### src/rtl/tswp_pkg.sv
// Shared types, widths and constants for the three-step wrapped phase unit.
// No dependencies; imported by every module of the block.
`default_nettype none

package tswp_pkg;

	localparam int SAMPLE_W = 8;
	localparam int NUM_W = 10;
	localparam int DEN_W = 11;
	localparam int XY_W = 38;
	localparam int ANG_W = 32;
	localparam int PHASE_W = 16;
	localparam int CODE_W = 8;
	localparam int PROD_W = ANG_W + CODE_W;
	localparam int CORDIC_STEPS = 24;
	localparam int DEN_SHIFT = 24;
	localparam int ANG_FRAC = 30;
	localparam int PHASE_FRAC_BITS_DEF = 14;

	localparam int CODE_EST_W = 16;
	localparam int CODE_RCP_W = 17;
	localparam int EST_W = CODE_EST_W + CODE_RCP_W;
	localparam int CODE_RCP_SHIFT = 24;

	localparam logic FORMULA_DIFF = 1'b0;
	localparam logic FORMULA_SUM = 1'b1;

	localparam logic [25:0] SQRT3_Q24 = 26'd29058991;
	localparam logic signed [ANG_W-1:0] HALF_PI_Q30 = 32'sd1686629713;
	localparam logic [ANG_W-1:0] PI_Q30 = 32'd3373259426;
	localparam logic [PHASE_W-1:0] PHASE_POS_MAX = 16'h7FFF;
	localparam logic [PHASE_W-1:0] PHASE_NEG_MAX = 16'h8000;

	// 255 * 2^40 / PI_Q30, truncated; the code estimate is low by at most one
	localparam logic [CODE_RCP_W-1:0] CODE_RCP = 17'd83117;

	localparam logic signed [ANG_W-1:0] ATAN_Q30 [CORDIC_STEPS] = '{
		32'sd843314856, 32'sd497837829, 32'sd263043836, 32'sd133525158,
		32'sd67021686, 32'sd33543515, 32'sd16775850, 32'sd8388437,
		32'sd4194282, 32'sd2097149, 32'sd1048575, 32'sd524287,
		32'sd262143, 32'sd131071, 32'sd65535, 32'sd32767,
		32'sd16383, 32'sd8191, 32'sd4095, 32'sd2047,
		32'sd1023, 32'sd511, 32'sd255, 32'sd127
	};

	typedef struct packed {
		logic special;
		logic neg;
		logic undef;
	} side_t;

	// arithmetic shift right, rounded toward zero
	function automatic logic signed [XY_W-1:0] shr_tz(input logic signed [XY_W-1:0] v,
			input int s);
		logic signed [XY_W-1:0] asr;
		logic fnz;
		asr = v >>> s;
		fnz = (v << (XY_W - s)) != '0;
		return asr + {{(XY_W-1){1'b0}}, (v[XY_W-1] & fnz)};
	endfunction

endpackage

`default_nettype wire

### src/rtl/tswp_front.sv
// Front end: forms numerator/denominator from the three samples, folds the
// sign into the numerator and scales both into CORDIC start vectors. Uses tswp_pkg.
`default_nettype none

module tswp_front
	import tswp_pkg::*;
(
	input wire logic clk,
	input wire logic arst_n,
	input wire logic in_valid,
	input wire logic mode,
	input wire logic [SAMPLE_W-1:0] sample_a,
	input wire logic [SAMPLE_W-1:0] sample_b,
	input wire logic [SAMPLE_W-1:0] sample_c,
	output logic out_valid,
	output logic signed [XY_W-1:0] x_out,
	output logic signed [XY_W-1:0] y_out,
	output side_t side_out
);

	logic signed [DEN_W-1:0] a_e, b_e, c_e;
	logic signed [DEN_W-1:0] num_c, den_c;
	logic signed [NUM_W-1:0] num_s1;
	logic signed [DEN_W-1:0] den_s1;
	logic v_s1;

	logic signed [NUM_W-1:0] num_n;
	logic signed [DEN_W-1:0] den_n;
	logic signed [XY_W-1:0] dx;
	logic signed [XY_W-1:0] prod;
	side_t side_c;

	assign a_e = DEN_W'(signed'({1'b0, sample_a}));
	assign b_e = DEN_W'(signed'({1'b0, sample_b}));
	assign c_e = DEN_W'(signed'({1'b0, sample_c}));

	always_comb begin
		if (mode == FORMULA_SUM) begin
			num_c = a_e - b_e;
			den_c = (c_e <<< 1) - a_e - b_e;
		end else begin
			num_c = a_e - c_e;
			den_c = (b_e <<< 1) - a_e - c_e;
		end
	end

	always_ff @(posedge clk or negedge arst_n) begin
		if (!arst_n) begin
			v_s1 <= 1'b0;
			out_valid <= 1'b0;
		end else begin
			v_s1 <= in_valid;
			out_valid <= v_s1;
		end
	end

	always_ff @(posedge clk) begin
		num_s1 <= NUM_W'(num_c);
		den_s1 <= den_c;
	end

	always_comb begin
		side_c.special = den_s1 == '0;
		side_c.neg = num_s1 < 0;
		side_c.undef = (den_s1 == '0) && (num_s1 == '0);
		if (den_s1 < 0) begin
			num_n = -num_s1;
			den_n = -den_s1;
		end else begin
			num_n = num_s1;
			den_n = den_s1;
		end
		dx = XY_W'(den_n);
		prod = XY_W'(num_n) * XY_W'(signed'({1'b0, SQRT3_Q24}));
	end

	always_ff @(posedge clk) begin
		x_out <= dx <<< DEN_SHIFT;
		y_out <= prod;
		side_out <= side_c;
	end

endmodule

`default_nettype wire

### config.mk
export PLATFORM = sky130hd
export DESIGN_NAME = tswp_front
export DESIGN_NICKNAME = d
export VERILOG_FILES = /design/src/rtl/tswp_pkg.sv /design/src/rtl/tswp_front.sv
export SDC_FILE = /design/constraint.sdc
export NUM_CORES = 1
export LEC_CHECK = 0
export ABC_CLOCK_PERIOD_IN_PS = 9930
export BUFFER_PORTS_ARGS = -buffer_cell sky130_fd_sc_hd__buf_2
export CORE_MARGIN = 2
export CORE_UTILIZATION = 55
export DETAILED_ROUTE_END_ITERATION = 8
export GPL_TIMING_DRIVEN = 0
export PLACE_DENSITY = 0.76
export SETUP_SLACK_MARGIN = 0.05
export SYNTH_ARGS = -nofsm -noshare
export SYNTH_HDL_FRONTEND = slang
export SYNTH_SLANG_ARGS = --single-unit
### constraint.sdc
create_clock -name clk -period 9.93 [get_ports clk]
set_input_delay 0 -clock clk [delete_from_list [all_inputs] [get_ports clk]]
set_output_delay 0 -clock clk [all_outputs]
set_load 0.01 [all_outputs]
* Word-level counts from Yosys, hierarchy flattened
Index checks and enable logic that the tools add are counted.
** Operators by class
- $add $sub $neg :: 8
- Multiply operators :: 1
- Divide/modulo/power cells :: 0
- Magnitude comparators :: 2
- Equal/unequal tests :: 0
- Shift operators :: 0
- Mux-type cells :: 4
- Bitwise gates (word level) :: 0
- Reductions and logical operators :: 3
** Operator list (number)
- $mul 10x26->36 const B :: 1
- $mux 11 :: 2
- $sub 10x9->11 :: 2
- $mux 10 :: 2
- $sub 9x8->10 :: 2
- $sub 8x8->9 :: 2
- $logic_not 11->1 :: 1
- $lt 11x1->1 const B :: 1
- $neg 11->11 :: 1
- $logic_not 10->1 :: 1
- $lt 10x1->1 const B :: 1
- $neg 10->10 :: 1
- $logic_and 1x1->1 :: 1
** Word-level totals
- Register bits :: 73
- Bits in latches :: 0
- Bits in writable memories :: 0
- ROM bits :: 0
- Input port bits :: 28
- Output and inout bits :: 80
- Word-level logic and storage cells :: 27
- Memories :: 0

* Longest topological paths before layout
Gate-level depths: netlist of run 1.
- Depth after elaboration :: 3
- Mapped depth :: 28
- Depth with buffers taken out :: 28

* Worst setup path before layout of run 1
Ideal clock, no wire load.
- Path type :: flip-flop to flip-flop
- Start point :: register num_s1[0]
- End point :: register y_out[34]
- Library setup time :: 72 ps
- Arrival :: 6516 ps
- Data required time :: 9858 ps
- Setup slack :: 3342 ps
- Cell stages (with the launch flop) :: 26
- Buffers on the path :: 0
- Period minus slack after synthesis :: 6588 ps
- Path through :: dfxtp_1 inv_1 ha_1 nand2_1 or2_2 nor4_1 ha_1 nand2_1 nand2_1 inv_1 fa_1 inv_1 fa_1 fa_1 fa_1 fa_1 inv_1 ha_1 a21oi_1 nand3_1 a2111oi_0 a2111oi_0 a21oi_1 o21ai_0 a21oi_1 xnor2_1
** Between the ends
- Cells in the longest elaborated chain, start to end :: 3
** RTL lines
- start, declared :: RTL line tswp_front.sv:23 : logic signed [NUM_W-1:0] num_s1;
- start signal, assigned :: RTL line tswp_front.sv:58 : num_s1 <= NUM_W'(num_c);
- $neg 10->10 :: RTL line tswp_front.sv:67 : num_n = -num_s1;
- $mux 10 (*) :: RTL line tswp_front.sv:66 : if (den_s1 < 0) begin
- $mul 10x26->36 (*) :: RTL line tswp_front.sv:74 : prod = XY_W'(num_n) * XY_W'(signed'({1'b0, SQRT3_Q24}));
- named net prod[34] :: RTL line tswp_front.sv:30 : logic signed [XY_W-1:0] prod;
- end signal, assigned :: RTL line tswp_front.sv:79 : y_out <= prod;
- end, declared :: RTL line tswp_front.sv:17 : output logic signed [XY_W-1:0] y_out,
The timed path passes the listed nets; every way through them passes the cells marked *.

* Worst setup path in the final report of run 1
Same ends and word-level chain as after synthesis.

==> results of run 1 <==
[registers in the layout, indices dropped and copies added (netlist names)]
signal     flops
den_s1        11
num_s1         9
side_out       3
v_s1           1
out_valid      1
x_out         11
y_out         36
[worst reg2reg max path, cell delays in order (launching register included)]
cell and delay, ns:
dfxtp_1 0.95, inv_1 0.21, ha_1 0.26, nand2_1 0.07, or2_2 0.11, nor4_1 0.05, ha_1 0.28, nand2_1 0.06
nand2_1 0.37, inv_1 0.18, fa_1 0.72, inv_1 0.11, fa_1 0.49, fa_1 0.53, fa_1 0.52, fa_1 0.55
inv_1 0.04, ha_1 0.38, nand2_1 0.13, nor2_1 0.12, a2111oi_0 0.09, a2111oi_0 1.09, a21oi_1 0.28, o21ai_0 0.24
a21oi_1 0.11, xnor2_1 0.13
[metal layers]
| layer | vias up | global-route usage, % | wire, um |
|---|---|---|---|
| met3 | 32 | 3.52 | 735 |
| li1 | 3506 | - | - |
| met2 | 140 | 38.1 | 8890 |
| met5 | - | 0 | 0 |
| met4 | 0 | 8.78 | 520 |
| met1 | 3190 | 29.9 | 8750 |
[stage by stage]
stage                     hold slack [ns]  setup WS (ns)  utilization (%)
final                              0.0190           1.74             62.7
after global routing               0.0424           1.04             62.7
after CTS                          0.0174           1.67             62.7
after detailed placement           -0.214           1.75             60.6
after global placement             -0.215           1.85             60.6
after floorplan                    -0.296           3.34                -
[final cells by class]
type | instances | area share (%)
timing repair buffer | 87 | 4.48
inverter | 208 | 7.59
sequential | 72 | 14.1
clock buffer | 9 | 2.19
tap | 220 | 2.68
multi-input combinational | 711 | 65.5
buffer | 45 | 2.74
clock inverter | 6 | 0.681
[timing repair]
action | 4_1_cts | 5_1_grt
endpoints found under the hold margin | 5 | 0
hold buffers | 5 | 0
gates resized for setup | 0 | 0
setup endpoints to repair | 0 | 0
[path summary, 6_finish.rpt]
path                                   to  slack (ns)  cells after the start
worst max register to register  y_out[34]        1.74                     25
max in group asynchronous       out_valid        9.30                      3
worst min register to register  out_valid        0.36                      0
worst min-delay path            den_s1[0]        0.02                      3
min in group asynchronous            v_s1        0.51                      3
worst max-delay path            y_out[34]        1.74                     25
[synthesized netlist by cell type, types with 3 or more instances]
cell / number
o31a_1: 3
a21boi_0: 5
ha_1: 155
a21oi_1: 50
inv_1: 208
clkbuf_1: 12
and3_1: 5
a211oi_1: 11
buf_2: 3
a21o_1: 22
o21bai_1: 4
nor4_1: 7
or3_1: 3
or2_2: 5
nand2b_1: 15
mux2i_1: 9
nor2b_1: 15
nand2_1: 41
dfxtp_1: 70
o31ai_1: 9
buf_4: 29
xnor2_1: 46
o21a_1: 12
nor3_1: 12
o211ai_1: 7
nor2_1: 47
fa_1: 95
xor2_1: 19
o21ai_0: 38
nand4_1: 5
nand3_1: 8
[cell families (layout without fill, tap and decap cells)]
group           Yosys count  in the layout
mux                      10             10
other cells               1             24
buf+inv                 253            355
fa+ha+maj               250            250
xor+xnor                 65             65
simple gates            172            172
compound gates          190            190
flops                    72             72
==> flow_summary.json, run 1 <==
{
  "outcome": "finished clean",
  "routed_wl_um": 18900,
  "crit_path_start": "num_s1[0]",
  "final_cell_mix": "inv_1, ha_1, fa_1, buf_2, dfxtp_1",
  "cap_violations": 0,
  "die_w_um": 133,
  "antenna_found_initial": 0,
  "yosysTopAreaCell": "ha_1",
  "cp.buffers_inverters": 4,
  "drtAntennaViolNets": 0,
  "final_area_um2": 10300,
  "insertion_delay_ns": 0.35,
  "synth.area.mux_share_pct": 1.11,
  "cpMostUsedCell": "fa_1",
  "route.detailed.wl_per_inst_um": 13.9,
  "ys_ff_latch": 72,
  "grt_remaining_overflow": 0,
  "final_nets": 1412,
  "vias_per_cell": 5.06,
  "ys.flop_type": "dfxtp_1",
  "cts-buffers-inserted": 9,
  "synth_top_family_by_area": "adder cells",
  "crit_arrival_ns": 8.42,
  "grt_pass1_vias": 7005,
  "placed_area_um2": 9940,
  "clk_pin_slew_ns": 0.06,
  "setup_viol": 0,
  "synth_xor_xnor_area_share_pct": 6.21,
  "worstPathMaxFanout": 20,
  "postCtsSetupBuffers": 0,
  "cp.required_ns": 10.17,
  "clockBufferDepth": 2,
  "hold_class": "in2reg",
  "netlist_area_um2": 9170,
  "h-tree-depth": 3,
  "yosys_warnings": 0,
  "max_freq_mhz": 122,
  "gp_congestion": 0.906,
  "multi_input_area_um2": 6740,
  "dp_hpwl_um": 15700,
  "synthTopCellsByArea": "ha_1, fa_1, dfxtp_1",
  "grt_setup_unrepaired": "false",
  "syn_avg_cell_area_um2": 9.05,
  "slowest_delay_ns": 1.09,
  "worstMarginPinSlew_ns": 1.23,
  "grt_max_degree": 21,
  "fin_crit_sh_pct": 82.4,
  "reg2reg_from": "num_s1[0]",
  "critPathSlowestCell": "a2111oi_0",
  "cp-start-kind": "register",
  "first_iter_violations": 281,
  "ys_seq_area_share_pct": 15.8,
  "slew_headroom_pct": 16.0,
  "start_util_pct": 55.9,
  "cts_tree": "done",
  "syn2layout_area_growth_pct": 12.2,
  "path_class": "reg2reg",
  "fin_crit_ns": 8.19,
  "grt_pass1_wl_um": 32600,
  "hp-start": "sample_b[0]",
  "synth_edf_count": 0,
  "yosys.area_share.simple_pct": 9.23,
  "yosysUniqueCellTypes": 64,
  "port_buffers": 82,
  "die_h_um": 133,
  "synthArstFlopShare_pct": 2.78,
  "report.final.slew_viol_count": 0,
  "layout.cells.non_filler": 1358,
  "coreArea_um2": 16400,
  "drive_above_1_share_pct": 13.1,
  "dieArea_um2": 17700,
  "synth_top_cell_area_share_pct": 21.2,
  "finalClockSkew_ns": 0.00591,
  "synth_fa_ha_area_share_pct": 41.9,
  "vias": 6868,
  "dr.pass1.iters": 5,
  "seq_area_um2": 1450,
  "cp-end-kind": "register",
  "layout_commonest_cell": "inv_1",
  "ios": 108,
  "root_buffer": "clkbuf_16",
  "timing.setup.tns_ns": 0,
  "synth_compound_area_share_pct": 14.1,
  "n_fill_cell": 1410,
  "critical_path.top_delay_family": "adder cells",
  "synthCells": 1013,
  "cts_sinks": 72,
  "drc": 0,
  "hold_viol_final": 0,
  "place_inst": 1338,
  "antenna_cells": 0,
  "row_count": 47,
  "grt_use_total_pct": 22.8
}
Power of run 1 is not shown: default switching activity piles up to over one toggle a cycle in this logic, so the estimate is an artifact.
==> run 2: changes to the inputs <==
Settings changed: ABC_CLOCK_PERIOD_IN_PS 9930 to 7300, PLACE_DENSITY 0.76 to 0.79.
Clock period 9.93 ns to 7.3 ns, I/O delays scaled along.
==> run 2 against run 1 <==
- first-iteration DRC count increased by 6.0%
- clock-buffer cell count unchanged
- die area unchanged
- worst setup slack got worse by 1.4 ns
- final cell count unchanged
- non-clock buffer count unchanged
- global-route usage decreased by 0.31 points
- fmax increased by 18%
- wire length increased by 2.1%
- critical path type unchanged
- critical path depth increased by 1
==> flow_summary.json, run 2 (synthesized netlist as in run 1, its figures left out) <==
{
  "hold_class": "in2reg",
  "grt_use_total_pct": 22.5,
  "worstMarginPinSlew_ns": 0.924,
  "route.detailed.wl_per_inst_um": 14.2,
  "hold_viol_final": 0,
  "grt-busiest-layer": "met2",
  "gp_congestion": 0.930,
  "h-tree-depth": 3,
  "die_h_um": 133,
  "fin_crit_sh_pct": 95.2,
  "top_regs": "y_out: 36 flops, den_s1: 11 flops, x_out: 11 flops",
  "finalClockSkew_ns": 0.00678,
  "largest_reg_flops": 36,
  "regMostFlops": "y_out",
  "fin_crit_ns": 6.95,
  "outcome": "finished clean",
  "final_cell_mix": "inv_1, ha_1, fa_1, buf_2, dfxtp_1",
  "drive_above_1_share_pct": 13.7,
  "root_buffer": "clkbuf_16",
  "path_class": "reg2reg",
  "clockBufferDepth": 2,
  "hp-start": "sample_b[0]",
  "final_nets": 1412,
  "layout_commonest_cell": "inv_1",
  "reg2reg_slack_ns": 0.35,
  "grt_remaining_overflow": 0,
  "max_freq_mhz": 144,
  "row_count": 47,
  "grt_use_met2_pct": 39.9,
  "use_met1_pct": 27.7,
  "grt_pass1_wl_um": 31900,
  "grt_pass1_vias": 6895,
  "routed_wl_um": 19300,
  "setup_viol": 0,
  "reg2reg_from": "num_s1[0]",
  "start_util_pct": 55.9,
  "antenna_found_initial": 0,
  "dr.pass1.iters": 5,
  "drc": 0,
  "grt_util_met3_pct": 3.68,
  "antenna_cells": 0,
  "clk_pin_slew_ns": 0.06,
  "report.final.slew_viol_count": 0,
  "cp-start-kind": "register",
  "cap_violations": 0,
  "insertion_delay_ns": 0.35,
  "dieArea_um2": 17700,
  "hold-path-endpoint": "den_s1[0]",
  "drtAntennaViolNets": 0,
  "ios": 108,
  "worstRegToRegCells": 26,
  "first_iter_violations": 298,
  "cts_sinks": 72,
  "vias": 7020,
  "cts-buffers-inserted": 9,
  "final_core_util_pct": 63.1,
  "port_buffers": 82,
  "cp.required_ns": 7.50,
  "coreArea_um2": 16400,
  "syn2layout_area_growth_pct": 12.9,
  "cts_tree": "done",
  "min_path_cells": 3,
  "timing.rr.end": "y_out[35]",
  "cp-end-kind": "register",
  "worstPathMaxFanout": 20,
  "crit_arrival_ns": 7.15,
  "grt_setup_unrepaired": "true",
  "dp_hpwl_um": 16300,
  "vias_per_cell": 5.17,
  "slew_headroom_pct": 37.8,
  "die_w_um": 133,
  "grt_max_degree": 21
}
## run 2: changes by cell type in the layout (fill, tap and decap cells not counted), moves of 2 or more
cell	previous run	this run
a2111oi_4	1	3
xnor2_2	0	2
a2111oi_0	2	0
clkinv_4	3	0
clkinvlp_4	0	2
xnor2_1	46	44
## run 2: stage by stage
stage                     std cells  TNS [ns]  setup WS [ns]  hold WS, ns  cell area (um2)
final                          1358         0          0.351       0.0148            10300
after global routing           1358   -0.0269        -0.0269       0.0440            10300
after CTS                      1358         0         0.0828       0.0105            10300
after detailed placement       1338     -2.89         -0.872       -0.214             9940
after global placement         1338     -2.11         -0.814       -0.215             9940
after floorplan                1036         0          0.712       -0.296             9250
## run 2: cell type report
cell class / count / area, um2
tap: 220 / 275
fill: 1383 / 6060
multi-input combinational: 711 / 6800
clock inverter: 6 / 67.6
inverter: 208 / 781
timing repair buffer: 87 / 460
buffer: 45 / 282
clock buffer: 9 / 225
sequential: 72 / 1460
## run 2: worst max-delay path, stage by stage (launching register included)
cell and delay (ns):
dfxtp_4 0.43, inv_1 0.13, ha_1 0.17, nand2_1 0.06, or2_2 0.29, nor4_1 0.22
ha_1 0.29, nand2_1 0.11, nand2_4 0.12, ha_1 0.43, inv_1 0.09, fa_1 0.51
inv_1 0.06, fa_1 0.53, inv_1 0.06, fa_1 0.42, inv_1 0.08, fa_1 0.42
ha_1 0.40, a21oi_2 0.27, a21boi_0 0.14, a311o_1 0.40, a2111oi_4 0.50, o21ai_2 0.15
a21oi_1 0.20, mux2i_1 0.25, a221oi_2 0.05
## run 2: how the worst max path moves through the flow
| stage | start | endpoint |
|---|---|---|
| global placement | num_s1[0] | y_out[34] |
| finish | num_s1[0] | y_out[35] |
| global route | num_s1[0] | y_out[34] |
| floorplan | num_s1[0] | y_out[34] |
| detailed placement | num_s1[0] | y_out[34] |
| CTS | num_s1[0] | y_out[34] |
## run 2: repair_timing
action                     CTS  global route
buffers inserted             0             0
hold buffers                 5             0
hold endpoints to repair     5             0
setup endpoints to repair   11             9
resized for setup            7             7
## run 2: layer usage
metal,part of all wire (%),wire [um],vias to the layer above
met2,50,9590,168
met3,4.2,802,27
li1,-,-,3513
met5,0,0,-
met4,2.0,391,0
met1,44,8510,3312
Power of run 2 is left out for the same reason.
