--- config.mk ---
export PLATFORM = sky130hd
export DESIGN_NAME = tswp_post
export DESIGN_NICKNAME = d
export VERILOG_FILES = /design/src/rtl/tswp_pkg.sv /design/src/rtl/tswp_post.sv
export SDC_FILE = /design/constraint.sdc
export NUM_CORES = 1
export LEC_CHECK = 0
export BUFFER_PORTS_ARGS = -buffer_cell sky130_fd_sc_hd__buf_2
export CORE_MARGIN = 3
export CORE_UTILIZATION = 35
export DETAILED_ROUTE_END_ITERATION = 8
export RECOVER_POWER = 100
export SLEW_MARGIN = 20
export SYNTH_ARGS = -nofsm -noshare
export SYNTH_HDL_FRONTEND = slang
export SYNTH_SLANG_ARGS = --single-unit
export TNS_END_PERCENT = 20
--- constraint.sdc ---
create_clock -name clk -period 7 [get_ports clk]
set_clock_uncertainty 0.05 [all_clocks]
set_input_delay 0 -clock clk [delete_from_list [all_inputs] [get_ports clk]]
set_output_delay 0 -clock clk [all_outputs]
set_load 0.02 [all_outputs]
--- src/rtl/tswp_pkg.sv ---
// Shared types, widths and constants for the three-step wrapped phase unit.
// No dependencies; imported by every module of the block.
`default_nettype none

package tswp_pkg;

	localparam int SAMPLE_W = 8;
	localparam int NUM_W = 10;
	localparam int DEN_W = 11;
	localparam int XY_W = 38;
	localparam int ANG_W = 32;
	localparam int PHASE_W = 16;
	localparam int CODE_W = 8;
	localparam int PROD_W = ANG_W + CODE_W;
	localparam int CORDIC_STEPS = 24;
	localparam int DEN_SHIFT = 24;
	localparam int ANG_FRAC = 30;
	localparam int PHASE_FRAC_BITS_DEF = 14;

	localparam int CODE_EST_W = 16;
	localparam int CODE_RCP_W = 17;
	localparam int EST_W = CODE_EST_W + CODE_RCP_W;
	localparam int CODE_RCP_SHIFT = 24;

	localparam logic FORMULA_DIFF = 1'b0;
	localparam logic FORMULA_SUM = 1'b1;

	localparam logic [25:0] SQRT3_Q24 = 26'd29058991;
	localparam logic signed [ANG_W-1:0] HALF_PI_Q30 = 32'sd1686629713;
	localparam logic [ANG_W-1:0] PI_Q30 = 32'd3373259426;
	localparam logic [PHASE_W-1:0] PHASE_POS_MAX = 16'h7FFF;
	localparam logic [PHASE_W-1:0] PHASE_NEG_MAX = 16'h8000;

	// 255 * 2^40 / PI_Q30, truncated; the code estimate is low by at most one
	localparam logic [CODE_RCP_W-1:0] CODE_RCP = 17'd83117;

	localparam logic signed [ANG_W-1:0] ATAN_Q30 [CORDIC_STEPS] = '{
		32'sd843314856, 32'sd497837829, 32'sd263043836, 32'sd133525158,
		32'sd67021686, 32'sd33543515, 32'sd16775850, 32'sd8388437,
		32'sd4194282, 32'sd2097149, 32'sd1048575, 32'sd524287,
		32'sd262143, 32'sd131071, 32'sd65535, 32'sd32767,
		32'sd16383, 32'sd8191, 32'sd4095, 32'sd2047,
		32'sd1023, 32'sd511, 32'sd255, 32'sd127
	};

	typedef struct packed {
		logic special;
		logic neg;
		logic undef;
	} side_t;

	// arithmetic shift right, rounded toward zero
	function automatic logic signed [XY_W-1:0] shr_tz(input logic signed [XY_W-1:0] v,
			input int s);
		logic signed [XY_W-1:0] asr;
		logic fnz;
		asr = v >>> s;
		fnz = (v << (XY_W - s)) != '0;
		return asr + {{(XY_W-1){1'b0}}, (v[XY_W-1] & fnz)};
	endfunction

endpackage

`default_nettype wire

--- src/rtl/tswp_post.sv ---
// Back end: special-case select and clamp, rounding/saturation to the output
// Q format, and the byte code from a reciprocal estimate and one correction. Uses tswp_pkg.
`default_nettype none

module tswp_post
	import tswp_pkg::*;
#(
	parameter int PHASE_FRAC_BITS = PHASE_FRAC_BITS_DEF
) (
	input wire logic clk,
	input wire logic arst_n,
	input wire logic in_valid,
	input wire logic signed [ANG_W-1:0] z_in,
	input wire side_t side_in,
	output logic out_valid,
	output logic [PHASE_W-1:0] phase_out,
	output logic [CODE_W-1:0] code_out,
	output logic flag_out
);

	localparam int SH = ANG_FRAC - PHASE_FRAC_BITS;
	localparam int RND_W = ANG_W - SH;

	logic signed [ANG_W-1:0] zsel_c;
	logic signed [ANG_W-1:0] z_s1;
	logic fl_s1, v_s1;

	logic [ANG_W-1:0] t_s2;
	logic [ANG_W-2:0] mag_s2;
	logic neg_s2, fl_s2, v_s2;

	logic [ANG_W-1:0] rsum_c;
	logic [EST_W-1:0] est_c;
	logic [RND_W-1:0] rnd_s3;
	logic [PROD_W-1:0] p_s3;
	logic [CODE_W-1:0] q0_s3;
	logic neg_s3, fl_s3, v_s3;

	logic [PHASE_W-1:0] ph_c;
	logic [PHASE_W-1:0] ph_s4;
	logic [PROD_W-1:0] p_s4, nxt_s4;
	logic [CODE_W-1:0] q0_s4;
	logic fl_s4, v_s4;

	logic [PHASE_W-1:0] ph_s5;
	logic [CODE_W-1:0] code_s5;
	logic fl_s5, v_s5;

	// special cases and clamp to +-pi/2
	always_comb begin
		if (side_in.special) begin
			if (side_in.undef) begin
				zsel_c = '0;
			end else if (side_in.neg) begin
				zsel_c = -HALF_PI_Q30;
			end else begin
				zsel_c = HALF_PI_Q30;
			end
		end else if (z_in > HALF_PI_Q30) begin
			zsel_c = HALF_PI_Q30;
		end else if (z_in < -HALF_PI_Q30) begin
			zsel_c = -HALF_PI_Q30;
		end else begin
			zsel_c = z_in;
		end
	end

	assign rsum_c = {1'b0, mag_s2} + (ANG_W'(1) << (SH - 1));

	// code estimate from the top bits of the offset angle
	assign est_c = EST_W'(t_s2[ANG_W-1 -: CODE_EST_W]) * EST_W'(CODE_RCP);

	always_comb begin
		if (neg_s3) begin
			ph_c = (ANG_W'(rnd_s3) > ANG_W'(PHASE_NEG_MAX)) ? PHASE_NEG_MAX :
				PHASE_W'(0) - PHASE_W'(rnd_s3);
		end else begin
			ph_c = (ANG_W'(rnd_s3) > ANG_W'(PHASE_POS_MAX)) ? PHASE_POS_MAX :
				PHASE_W'(rnd_s3);
		end
	end

	always_ff @(posedge clk or negedge arst_n) begin
		if (!arst_n) begin
			v_s1 <= 1'b0;
			v_s2 <= 1'b0;
			v_s3 <= 1'b0;
			v_s4 <= 1'b0;
			v_s5 <= 1'b0;
		end else begin
			v_s1 <= in_valid;
			v_s2 <= v_s1;
			v_s3 <= v_s2;
			v_s4 <= v_s3;
			v_s5 <= v_s4;
		end
	end

	always_ff @(posedge clk) begin
		z_s1 <= zsel_c;
		fl_s1 <= side_in.special & side_in.undef;

		t_s2 <= ANG_W'(z_s1 + HALF_PI_Q30);
		mag_s2 <= (z_s1 < 0) ? (ANG_W-1)'(-z_s1) : (ANG_W-1)'(z_s1);
		neg_s2 <= z_s1 < 0;
		fl_s2 <= fl_s1;

		rnd_s3 <= RND_W'(rsum_c >> SH);
		p_s3 <= (PROD_W'(t_s2) << CODE_W) - PROD_W'(t_s2);
		q0_s3 <= est_c[CODE_RCP_SHIFT +: CODE_W];
		neg_s3 <= neg_s2;
		fl_s3 <= fl_s2;

		ph_s4 <= ph_c;
		p_s4 <= p_s3;
		q0_s4 <= q0_s3;
		nxt_s4 <= PROD_W'({1'b0, q0_s3} + (CODE_W+1)'(1)) * PROD_W'(PI_Q30);
		fl_s4 <= fl_s3;

		ph_s5 <= ph_s4;
		code_s5 <= q0_s4 + CODE_W'(p_s4 >= nxt_s4);
		fl_s5 <= fl_s4;
	end

	assign out_valid = v_s5;
	assign phase_out = ph_s5;
	assign code_out = code_s5;
	assign flag_out = fl_s5;

endmodule

`default_nettype wire

; ---- Word-level counts from Yosys, hierarchy flattened
; Index checks and enable logic that the tools add are counted.
[classes]
bitwise = 1
multipliers = 2
order_cmp = 6
mux = 9
add_sub_neg = 7
[op_table]
columns = operator, n
row1 = $mux 32, 5
row2 = $mux 16, 3
row3 = $ge 40x40->1, 1
row4 = $sub 40x32->40, 1
row5 = $mul 9x31->39 const B, 1
row6 = $add 31x16->32 const B, 1
row7 = $add 32x32->32 const B, 1
row8 = $gt 32x32->1 const B, 1
row9 = $lt 32x1->1 const B, 1
row10 = $lt 32x32->1 const B, 1
row11 = $mul 16x17->32 const B, 1
row12 = $mux 31, 1
row13 = $neg 31->31, 1
row14 = $gt 16x15->1 const B, 1
row15 = $gt 16x16->1 const B, 1
row16 = $sub 1x16->16 const A, 1
row17 = $add 8x1->9 const B, 1
row18 = $add 8x1->8, 1
row19 = $and 1x1->1, 1
[totals]
out_inout_bits = 26
in_bits = 38
regBits = 298

; ---- Longest topological paths before layout
; Gate-level depths: netlist of run 1.
[logic_depth]
word_depth = 4
mapped_depth = 22
ltp_nobuf = 21

; ---- Worst setup path after synthesis of run 1
; Ideal clock, no wire load.
[synth_path]
kind = register to register
start = register q0_s3[0]
end = register nxt_s4[38]
arrival_ns = 5.652
path_buffers = 2
slack_ns = 1.179
stages_incl_launch_ff = 22
required_ns = 6.831
path_cell_list = dfxtp_1 clkbuf_1 and3_1 nand3_1 nor2_1 xnor2_1 inv_1 ha_1 fa_1 fa_1 inv_1 fa_1 inv_1 ha_1 clkbuf_1 nand4_1 nor4_1 o211ai_1 or3b_2 o211ai_1 o21ai_0 o221a_2
[synth_via]
elab_chain_cells = 2
[synth_rtl]
columns = element, line
row1 = from (decl), tswp_post.sv:36  ; logic [CODE_W-1:0] q0_s3;
row2 = from (signal assigned), tswp_post.sv:110  ; q0_s3 <= est_c[CODE_RCP_SHIFT +: CODE_W];
row3 = $add 8x1->9, tswp_post.sv:117  ; nxt_s4 <= PROD_W'({1'b0, q0_s3} + (CODE_W+1)'(1)) * PROD_W'(PI_Q30);
row4 = $mul 9x31->39, tswp_post.sv:117
row5 = to (signal assigned), tswp_post.sv:117
row6 = to (decl), tswp_post.sv:41  ; logic [PROD_W-1:0] p_s4, nxt_s4;
; No other way between the ends.

; ---- Worst setup path after layout of run 1
; Ends and elaborated chain as after synthesis.

==> metrics.md, run 1 <==
| Metric | Value |
|---|---|
| H-tree depth | 1 |
| Vias in the first global route | 14.9k |
| TritonCTS sink count | 283 |
| Ys flop type | dfxtp_1 |
| Filler cells | 5435 |
| CTS tree | yes |
| Worst hold path class | in2reg |
| Synth Cell Area | 0.0196 mm^2 |
| Sequential area share after synthesis | 29.1% |
| Port Buf Inserts | 63 |
| ANT nets after route | 0 |
| Die height | 242 um |
| Syn_nets | 2537 |
| Worst-skew pair later-pin latency | 580 ps |
| Routed wire per std cell | 15.5 um |
| CTS Buffer Depth | 3 |
| Final Hold Viols | 0 |
| Grt ovf | 0 |
| Proportion of layout cells with a drive suffix above 1 | 4.79% |
| CP Data Arrival Time | 6760 ps |
| Die width | 242 um |
| Min cycle time layout | 6350 ps |
| Post-CTS setup buffer count | 0 |
| # Max-Cap Violations | 0 |
| Unrepaired setup endpoints after global routing | false |
| Final WL | 46000 um |
| Worst Setup SP | q0_s3[0] |
| Hold_buf cts | 65 |
| Worst reg2reg path endpoint | nxt_s4[38] |
| Setup CP Type | reg2reg |
| Final net count | 2657 |
| Area leader, netlist | dfxtp_1 |
| R2r setup slk | 650 ps |
| Startpoint types | register |
| Die area | 0.0588 mm^2 |
| Worst flop-to-flop path startpoint | q0_s3[0] |
| Post-synthesis async set-or-reset flop share | 1.77% |
| Ant. Diodes | 0 |
| Antenna violations before repair | 1 |
| Status | finished, final reports clean |
| Crit share post-route | 90.7% |
| Area grow syn2layout | 14.3% |
| Largest net degree at the start of global routing | 23 |
| Root Driver | clkbuf_16 |
| Gr usage total | 15.8% |
| Cts bufs inserted | 30 |
| Iter 0 DRT Violations | 755 |
| Worst Path Required | 7410 ps |
| Post-synthesis cell type count | 69 |
| Slew margin rel. | 17.3% |
| Initial Utilization | 35.5% |
| Post-CTS sizing | 0 |
| Main area contributors after synthesis | dfxtp_1 (28%), ha_1 (19%), fa_1 (13%), inv_1 (6.6%), xnor2_1 (4.4%) |
| Via count | 14.5k |
| Element type at the critical path end | register |
| Routability Congestion | 0.896 |
| Final setup fails | 0 |
| Final setup TNS | 0 ps |
| DRC | 0 |
| CP max FO | 11 |
| Final HPWL DP | 37500 um |
| Highest clock rate | 0.158 GHz |
| Most frequent cells in the layout | inv_1 (343), ha_1 (304), dfxtp_1 (278) |
| Syn Area/Cell | 9.46 um^2 |
| EDFF count, synth | 0 |
| Clk slew on worst S/H paths | 60 ps |
| Ports | 64 |
| Least-Margin Pin Slew | 1230 ps |
| Core area | 0.0552 mm^2 |
| Top cell type's share of synthesized area | 28.4% |
| Syn Inst Count | 2070 |
| Worst setup path end | nxt_s4[38] |
| Worst r2r path cells | 19 |
| DRT Pass-1 Iters | 5 |
| Via/cell ratio | 4.89 |
| Most common library cell in the layout ignoring fill and taps | inv_1 |
| Global-route wire length before repair | 76700 um |
| FP Rows | 86 |
| FF+latch count, synth | 283 |
| Ys Warns | 0 |
| Pins over their slew limit | 0 |
[worst min path at each step]
| stage | startpoint | to | slack [ps] | cells past startpoint |
|---|---|---|---|---|
| finish | side_in[1] | z_s1[12] | 40 | 3 |
| global route | side_in[1] | z_s1[12] | 80 | 3 |
| global placement | arst_n | out_valid | -240 | 1 |
| detailed placement | arst_n | out_valid | -230 | 1 |
| floorplan | arst_n | out_valid | -350 | 0 |
| CTS | side_in[1] | z_s1[12] | 0.2 | 3 |
[sequential cells by signal, summed over array words and instances (netlist names), 8 cells and up]
name	count
ph_s4	16
q0_s4	8
q0_s3	8
phase_out	16
code_out	8
mag_s2	16
p_s3	40
nxt_s4	39
rnd_s3	16
t_s2	32
p_s4	40
z_s1	32
[per-stage QoR]
step / hold WS, ps / cells / setup WS [ps] / area, um^2 / utilization, %
5_1_grt: 79.7 / 2961 / 193 / 22400 / 40.5
3_5_place_dp: -233 / 2841 / 739 / 20700 / 37.5
6_report: 43.9 / 2961 / 652 / 22400 / 40.5
4_1_cts: 0.187 / 2961 / 683 / 22400 / 40.7
2_1_floorplan: -346 / 2070 / 1180 / 19600 / -
3_3_place_gp: -240 / 2841 / 906 / 20700 / 37.5
[layout make-up]
class / count / area (um^2) / area share [%]
inverters: 343 / 1290 / 5.76
flip-flops and latches: 283 / 5690 / 25.4
clock buffers: 35 / 800 / 3.58
multi-input cells: 1396 / 12400 / 55.3
well taps: 748 / 936 / 4.19
clock inverters: 20 / 299 / 1.34
repair buffers: 136 / 980 / 4.38
[kinds of logic (layout without fill, tap and decap cells)]
group	count (synthesis)	after routing	share of synthesized area [%]
fa+ha+maj	429	429	32.2
simple gates	413	413	10.7
compound gates	405	405	13.8
buf+inv	391	534	7.55
flops	283	283	29.1
xor+xnor	145	145	6.49
mux	4	4	0.211
[synthesized netlist by cell type, types with 12 or more instances]
master / number
nor2b_1: 13
fa_1: 125
nand4_1: 26
clkbuf_1: 45
o21ai_0: 82
a31oi_1: 16
a21o_1: 61
nand3_1: 38
ha_1: 304
o211ai_1: 12
inv_1: 343
a21oi_1: 96
o31ai_1: 12
nor2_1: 96
and2_1: 14
a211o_1: 27
xnor2_1: 99
a211oi_1: 21
nand2_1: 97
or3_1: 16
nor4_1: 19
dfxtp_1: 278
nor3_1: 28
xor2_1: 46
and3_1: 19
[metal layers]
layer	global-route usage [%]	vias to the layer above	part of all wire (%)
li1	-	7275	-
met1	20.8	6860	47
met2	27.2	249	47
met3	1.55	82	3.4
met4	4.88	0	3.0
met5	0	-	0
[critical path, cell delays in order (launching register included)]
cell and delay (ps):
dfxtp_1 640, nand3_1 160, xnor2_1 160, clkbuf_1 410
inv_1 130, fa_1 610, inv_1 120, fa_1 510
fa_1 550, inv_1 60, fa_1 540, inv_1 50
ha_1 390, o21a_1 200, o211ai_1 150, a31oi_1 80
or3b_2 560, o211ai_1 370, o21ai_0 220, o221a_2 280
Power of run 1 is left out: the tool's default activity adds up to more than one toggle a clock period on the data nets, which glitch-free logic cannot reach.
==> run 2, diff against run 1 <==
CORE_UTILIZATION = 28   (was 35)
GPL_TIMING_DRIVEN = 0   (was default)
==> metrics.md, run 2 (same netlist as run 1, synthesis figures left out) <==
| Metric | Value |
|---|---|
| CP max FO | 8 (-3) |
| Area grow syn2layout | 15.2% |
| Post-layout util | 32.7% (-7.8 points) |
| Slew margin rel. | 50.4% (+33 points) |
| H-tree depth | 1 (unchanged) |
| Final net count | 2684 (+1.0%) |
| Startpoint types | register |
| # Max-Cap Violations | 0 (unchanged) |
| Ports | 64 (unchanged) |
| Root Driver | clkbuf_16 |
| CTS Buffer Depth | 3 (unchanged) |
| FP Rows | 96 (+12%) |
| Final Hold Viols | 0 (unchanged) |
| Least-Margin Pin Slew | 725 ps (-500 ps) |
| TritonCTS sink count | 283 (unchanged) |
| Worst hold path class | in2reg |
| Most common library cell in the layout ignoring fill and taps | inv_1 |
| Initial Utilization | 28.4% (-7.1 points) |
| Via/cell ratio | 4.57 (-6.5%) |
| Proportion of layout cells with a drive suffix above 1 | 4.92% (+0.13 points) |
| Min cycle time layout | 6630 ps (+285 ps) |
| Worst-skew pair later-pin latency | 580 ps (about the same) |
| DRT Pass-1 Iters | 5 (unchanged) |
| Iter 0 DRT Violations | 776 (+2.8%) |
| Routability Congestion | 0.878 (-2.1%) |
| Ant. Diodes | 0 (unchanged) |
| Grt ovf | 0 (unchanged) |
| Crit share post-route | 94.8% (+4.1 points) |
| CP Data Arrival Time | 7020 ps (+260 ps) |
| Port Buf Inserts | 63 (unchanged) |
| Post-CTS setup buffer count | 0 (unchanged) |
| DRC | 0 (unchanged) |
| Highest clock rate | 0.151 GHz (-4.3%) |
| ANT nets after route | 0 (unchanged) |
| Element type at the critical path end | register |
| Gr usage total | 12.0% (-3.8 points) |
| Worst Path Required | 7380 ps (-30 ps) |
| Most frequent cells in the layout | inv_1 (341), ha_1 (304), dfxtp_1 (278) |
| Routed wire per std cell | 13.8 um (-11%) |
| Die width | 270 um (+12%) |
| WHS | 52.5 ps (+8.56 ps) |
| Status | finished, final reports clean |
| Final WL | 43700 um (-5.2%) |
| CTS tree | yes |
| Via count | 14.5k (+0.035%) |
| Die height | 270 um (+12%) |
| Largest regs | p_s3: 40 flops, p_s4: 40 flops, nxt_s4: 39 flops |
| Setup CP Type | reg2reg |
| Largest net degree at the start of global routing | 17 (-26%) |
| Core area | 0.0689 mm^2 (+25%) |
| Antenna violations before repair | 0 (-1) |
| Final setup fails | 0 (unchanged) |
| Pins over their slew limit | 0 (unchanged) |
| Die area | 0.0731 mm^2 (+24%) |
| Vias in the first global route | 14.3k (-4.0%) |
| Clk slew on worst S/H paths | 60 ps (about the same) |
| Cts bufs inserted | 28 (-6.7%) |
| Final HPWL DP | 35900 um (-4.3%) |
| Global-route wire length before repair | 73400 um (-4.3%) |
run 2: changes by cell type in the layout (fill, tap and decap cells not counted), moves of 3 or more:
cell,change
buf_4,-5
buf_2,+3
clkbuf_8,+4
bufinv_16,-4
and2_0,-4
clkbuf_1,+40
and2_1,+4
dlygate4sd3_1,-11
run 2: final timing paths:
check                            from    endpoint  slack, ps  cells past startpoint
min in group asynchronous      arst_n        v_s3        290                      3
setup reg to reg             q0_s3[0]  nxt_s4[38]        370                     21
setup / recovery             q0_s3[0]  nxt_s4[38]        370                     21
hold reg to reg              p_s3[15]    p_s4[15]        240                      0
max in group asynchronous      arst_n        v_s4       6440                      3
hold / removal             side_in[1]    z_s1[25]         50                      4
run 2: worst max-delay path, stage by stage (launching register included):
cell and delay [ps]:
dfxtp_1 520, clkbuf_2 300, inv_1 240, ha_1 470, clkinvlp_4 310, ha_1 410
inv_1 120, fa_1 540, inv_1 50, fa_1 470, inv_1 50, fa_1 530
inv_1 40, ha_1 260, clkbuf_1 280, nand4_1 270, nor4_1 390, o211ai_1 170
or3b_2 280, o211ai_1 200, and2_1 260, o221a_2 290
run 2: cell type report:
cell class | count | area, um^2
Inverter | 343 | 1290
Sequential cell | 283 | 5690
Timing Repair Buffer | 117 | 822
Buffer | 48 | 191
Tap cell | 931 | 1160
Fill cell | 7172 | 46400
Clock buffer | 37 | 805
Clock inverter | 14 | 164
Multi-Input combinational cell | 1396 | 12400
run 2: per-stage QoR:
step | area, um^2 | cells | worst slack [ps] | setup TNS [ps]
after floorplan | 19600 | 2070 | 1180 | 0
after global placement | 21100 | 3064 | -155 | -380
after detailed placement | 21100 | 3064 | -69.0 | -69.0
after CTS | 22600 | 3169 | 45.1 | 0
after global routing | 22500 | 3169 | -6.64 | -12.1
final | 22500 | 3169 | 367 | 0
run 2: metal layers:
layer,wire length (um),vias to the layer above,global-route usage (%)
met3,1400,59,0.942
met1,20200,6840,16.0
li1,-,7331,-
met2,21200,241,21.0
met4,893,0,2.84
met5,0,-,0
run 2: repair_timing:
item | CTS | global route
resized for setup | 1 | 7
setup endpoints to repair | 2 | 11
endpoints found under the hold margin | 39 | 0
hold buffers | 54 | 0
Power of run 2 is left out for the same reason.
